--- config.mk ---
export PLATFORM = sky130hd
export DESIGN_NAME = rmq_isqrt
export DESIGN_NICKNAME = d
export VERILOG_FILES = /design/src/hdl/rmq_isqrt.sv
export SDC_FILE = /design/constraint.sdc
export NUM_CORES = 1
export LEC_CHECK = 0
export BUFFER_PORTS_ARGS = -buffer_cell sky130_fd_sc_hd__buf_2
export CAP_MARGIN = 25
export CORE_MARGIN = 8
export CORE_UTILIZATION = 60
export CTS_BUF_LIST = sky130_fd_sc_hd__clkbuf_8
export DETAILED_ROUTE_END_ITERATION = 7
export PLACE_DENSITY_LB_ADDON = 0.25
export SYNTH_ARGS = -nofsm -noshare
export SYNTH_HDL_FRONTEND = slang
export SYNTH_SLANG_ARGS = --single-unit
export TNS_END_PERCENT = 10
--- constraint.sdc ---
create_clock -name clk -period 3 [get_ports clk]
set_input_delay 0.15 -clock clk [delete_from_list [all_inputs] [get_ports clk]]
set_output_delay 0.15 -clock clk [all_outputs]
set_load 0.1 [all_outputs]
--- src/hdl/rmq_isqrt.sv ---
`default_nettype none

module rmq_isqrt #(
  parameter int RAD_W  = 32,
  parameter int SIDE_W = 1
) (
  input  logic                clk,
  input  logic                rst_n,
  input  logic                in_valid,
  input  logic [RAD_W-1:0]    in_rad,
  input  logic [SIDE_W-1:0]   in_side,
  output logic                out_valid,
  output logic [RAD_W/2-1:0]  out_root,
  output logic [SIDE_W-1:0]   out_side
);

  localparam int ROOT_W = RAD_W / 2;

  typedef struct packed {
    logic              valid;
    logic [RAD_W-1:0]  rem;
    logic [RAD_W-1:0]  res;
    logic [SIDE_W-1:0] side;
  } sq_stage_t;

  sq_stage_t stg_r [ROOT_W];

  for (genvar k = 0; k < ROOT_W; k++) begin : g_stage
    localparam logic [RAD_W-1:0] BIT_V = RAD_W'(1) << (RAD_W - 2 - 2 * k);
    sq_stage_t        prv;
    sq_stage_t        stg_nxt;
    logic [RAD_W:0]   trial;
    logic             take;

    if (k == 0) begin : g_src
      assign prv = '{valid: in_valid, rem: in_rad, res: '0, side: in_side};
    end else begin : g_chain
      assign prv = stg_r[k-1];
    end

    always_comb begin
      trial   = {1'b0, prv.res} + {1'b0, BIT_V};
      take    = {1'b0, prv.rem} >= trial;
      stg_nxt = prv;
      if (take) begin
        stg_nxt.rem = prv.rem - trial[RAD_W-1:0];
        stg_nxt.res = (prv.res >> 1) + BIT_V;
      end else begin
        stg_nxt.res = prv.res >> 1;
      end
    end

    always_ff @(posedge clk) begin
      stg_r[k] <= stg_nxt;
      if (!rst_n) begin
        stg_r[k].valid <= 1'b0;
      end
    end
  end

  assign out_valid = stg_r[ROOT_W-1].valid;
  assign out_root  = stg_r[ROOT_W-1].res[ROOT_W-1:0];
  assign out_side  = stg_r[ROOT_W-1].side;

endmodule

`default_nettype wire

==> results <==
- The flow ran to the end, and the final reports show no timing, DRC or antenna violations.
- Setup repair after global routing left no endpoint under its margin.
- Adding up every negative setup slack in the final design gives 0 ps.
- Data on the critical path arrives at its endpoint at 3450 ps.
- Measured on the finished design, the core utilization comes to between 60% and 70%.
- The distinct cell type count after synthesis is 69.
- The number of violations reported at the end of detailed-routing iteration 0 is slightly below 1000.
- The largest area contributor in the netlist is sky130_fd_sc_hd__dfxtp_1.
- The global-route wire length before repair is slightly below 80000 um.
- The clock passes through at most 3 buffers.
- The post-CTS setup-driven buffer insertion count is 0.
- The switching portion of total power is ~33%.
- The area of the core region is 38500 um^2.
- The maximum ir drop on the vdd rail is a little over 0.6 mV.
- Setup violations remaining at the end of the flow were counted as 0.
- The overall fraction of global-route tracks in use is 20.9%.
- The actual transition at the worst max-transition pin is 776 ps.
- The number of buffer cells added on primary ports is 53.
- Counting the buffers created by CTS gives slightly below 100.
- The timing-limited maximum frequency is roughly 350 MHz.
- The wire-length estimate of the detail-placed layout is 34100 um.
- Dividing the detail-routed via count by the number of cells gives between 5 and 6.
- The sequential-to-total area share from yosys stat is a little under three fifths.
- The number of nets in the layout is between 2000 and 3000.
- The critical path goes through inv_1, ha_1, buf_4, nand4_1, nor2_4, nand3_1, o31a_1, nor4bb_4, or4b_1, nor4_2, xor2_1.
- The post-detailed-route wirelength per cell is 15.6 um.
- The number of nets with antenna violations after detailed routing is 0.
- For this run, the detailed router's first-pass iteration total came to 5.
- Dividing the final minimum period by the clock period gives roughly 96%.
- TritonCTS built the clock tree.
- The internal portion of the total power is ~18 mW.
- The worst hold slack after final layout is ~130 ps.
- In the synthesized netlist the dominant register cell turns out to be sky130_fd_sc_hd__dfxtp_1.
- The number of global-route vias before repair is 16800.
- In this run the worst path has a maximum fanout of 5.
- For the final database, setup skew stands at between 30 and 40 ps.
- The routability congestion estimate is approximately 0.95.
- In this run the power density over the cells is 1010 nW/um^2.
- The kind of start point of the critical path is a flop.
- In this run the worst setup path begins at stg_r[1][19].
- Measured along the x axis, the die boundary spans approximately 210 um.
- The clock latency on the worst-skew pair is approximately 680 ps.
- The routed design could run at a clock period as short as roughly 2900 ps.
- Ranked by flip-flop count, first place goes to stg_r.
- The number of max-slew violations in the final report came to 0.
- The clock network fraction of design power is a little over a quarter.
- The worst endpoint required time is 3580 ps.
- For this design the total switching power over the nets is 8.95 mW.
- The number of cells on the worst reg-to-reg path is 11.
- The reg-to-reg startpoint is stg_r[1][19].
- The root buffer selected by CTS is sky130_fd_sc_hd__clkbuf_8.
- The fraction of post-synthesis cell area in the top cell type by area is a little under three fifths.
- The filler cell count is approximately 2800.
- The static leakage is between 10 and 15 nW.
- The site row count is ~70.
- The path length in cells of the critical path is 11.
- After synthesis, the cell types taking the most area are sky130_fd_sc_hd__dfxtp_1 56%, sky130_fd_sc_hd__ha_1 8.1%, sky130_fd_sc_hd__xor2_1 4.0%, sky130_fd_sc_hd__xnor2_1 3.1%, sky130_fd_sc_hd__inv_1 2.9%.
- The setup slack on the worst flop-to-flop path is 130 ps.
- Before CTS, the worst setup slack after placement is -68.4 ps.
- Counting flops with a built-in enable in the synthesized netlist gives 0.
- In the final layout, the registers with the most flip-flops are stg_r x648.
- For this run, design rule violations remaining after detail routing come to 0.
- The die is around 210 um tall.
- The worst register-to-register path ends at stg_r[1][127].
- The largest single stage delay on the critical path is 540 ps.
- The clock tree synthesis step divided the H-tree into 3 levels.
- Across all setup checks in the final design, the least slack found is between 100 and 150 ps.
- The path class of the lowest-slack min-delay path is in -> reg.
- Including well taps, the total number of placed cells is 2815.
- Combinational cells account for about 29% of the total power.
- Detailed routing inserted a total of about 16000 vias.
- The initial antenna violation count was 1.
- The cell count after synthesis came out at between 2000 and 2500.
- In this run the tightest slew margin relative to its limit is between 40% and 50%.
- The critical path contains buffers and inverters numbering 2 combined.
- The fraction of final layout cells sized beyond drive strength 1 is between 10% and 20%.
- The final-report hold violation count came to 0.
- Counting every net in the synthesized netlist gives 2414.
- The register with the most flip-flops in the layout has about 650 of them.
- From synthesis to final layout, the design area changed by 15.7%.
- The most frequent standard cell in the layout excluding fill and tap cells is sky130_fd_sc_hd__dfxtp_1.
- The routed design has 47300 um of wire.
- The worst hold path passes through 2 cells.
- The slowest stage of the critical path belongs to the cell sky130_fd_sc_hd__or4b_1.
- Per report_power, the sequential group accounts for roughly 45% of the total.
- The tool flagged a number of max-cap violations equal to 0.
- In this run the worst setup path terminates at stg_r[1][127].
- The CTS clock-pin slew for the worst setup and hold paths is about 70 ps.
- The fraction of registers with async set/reset is 0%.
- The number of sinks driven by the clock tree is between 600 and 700.
- The library cells used most frequently in the layout, excluding fill and tap cells, are 648 x sky130_fd_sc_hd__dfxtp_1, 214 x sky130_fd_sc_hd__inv_1, 150 x sky130_fd_sc_hd__ha_1, 137 x sky130_fd_sc_hd__nand2_1, 122 x sky130_fd_sc_hd__nor2_1.
- Excluding fillers, the count of instances in the completed layout stands at a little over 3000.
- The number of top-level pins is 54.
- The total congestion overflow after global routing is 0.
- The category of the worst setup path capture point is a flop.
- The warning count from the yosys run is 0.
- Entering global routing, the biggest net connects 29 pins.
- The post-synthesis sequential element count is 648.
- The mapped cell area is between 20000 and 25000 um^2.
- A synthesized cell averages approximately 10 um^2.
- The cell family contributing the most delay on the critical path is simple AND/OR/NAND/NOR gates.
- The die covers 45300 um^2.
- The setup path with the least slack is of type reg -> reg.
- The starting utilization of the core area is between 60 and 70%.
## metal layers
| layer | up-vias | wire length [um] | global-route usage (%) |
|---|---|---|---|
| met5 | - | 0 | 0 |
| met4 | 0 | 2480 | 13.0 |
| met3 | 145 | 1840 | 3.86 |
| met2 | 393 | 25800 | 41.7 |
| met1 | 7526 | 17200 | 19.1 |
| li1 | 8162 | - | - |
## worst min path at each step
stage               startpoint           end  slack, ps
floorplan              in_side   stg_r[0][0]        180
global placement       in_side   stg_r[0][0]        250
detailed placement     in_side   stg_r[0][0]        250
CTS                 in_rad[15]  stg_r[0][48]         70
global route        in_rad[15]  stg_r[0][48]        120
finish              in_rad[29]  stg_r[0][62]        130
## cell type report
type | count | area (um^2) | share of cell area, %
timing repair buffer | 138 | 1010 | 3.75
antenna | 1 | 2.50 | 0.00930
inverter | 181 | 679 | 2.53
clock buffer | 117 | 1610 | 5.99
tap | 518 | 648 | 2.41
sequential | 648 | 13000 | 48.2
multi-input combinational | 1367 | 9550 | 35.5
clock inverter | 58 | 435 | 1.62
## through the flow
stage               power, mW  cell area [um^2]
floorplan                17.9             23200
global placement         19.6             24400
detailed placement       19.9             24400
CTS                      27.3             26800
global route             29.0             26900
finish                   27.2             26900
## cells by family after synthesis
kind of cell	after synthesis	synth area share, %
AO/OA/AOI/OAI	374	9.98
XOR/XNOR	188	7.08
adder cells (fa/ha/maj)	150	8.07
buffers and inverters	213	3.59
flip-flops	648	55.8
multiplexers	29	1.43
AND/OR/NAND/NOR	626	14.0
## synth_stat cells (all sizes together) (4+ instances only)
library cell and instances:
dfxtp 648, inv 181, ha 150, nand2 137
o21ai 125, nor2 123, xor2 107, a21oi 100
xnor2 81, nor3 77, nor4 77, a21o 33
or3 29, nand4 28, o21a 27, nand3 26
nand2b 25, and2 22, mux2 21, clkbuf 19
o31ai 18, nor2b 16, and3 13, buf 13
a211oi 11, and4 8, mux2i 8, or4 8
and4b 7, nor4b 7, a31oi 6, o31a 6
a21boi 5, nand4b 5, o41ai 5, or2 5
a2111oi 4, a221oi 4, a31o 4, nor4bb 4
o211ai 4
## power groups by stage
stage / registers [mW] / logic (mW) / clock network, mW
after floorplan: 12.0 / 5.87 / 0
after global placement: 12.2 / 7.38 / 0
after detailed placement: 12.3 / 7.63 / 0
after CTS: 12.1 / 7.73 / 7.45
after global routing: 12.3 / 8.77 / 7.86
final: 12.1 / 7.83 / 7.28
## what timing repair did
| item | in CTS | in global routing |
|---|---|---|
| resized for setup | 2 | 17 |
| endpoints found under the hold margin | 50 | 0 |
| hold buffers | 37 | 0 |
| setup endpoints to repair | 2 | 46 |
No activity file was read; power rests on OpenSTA's default activity.
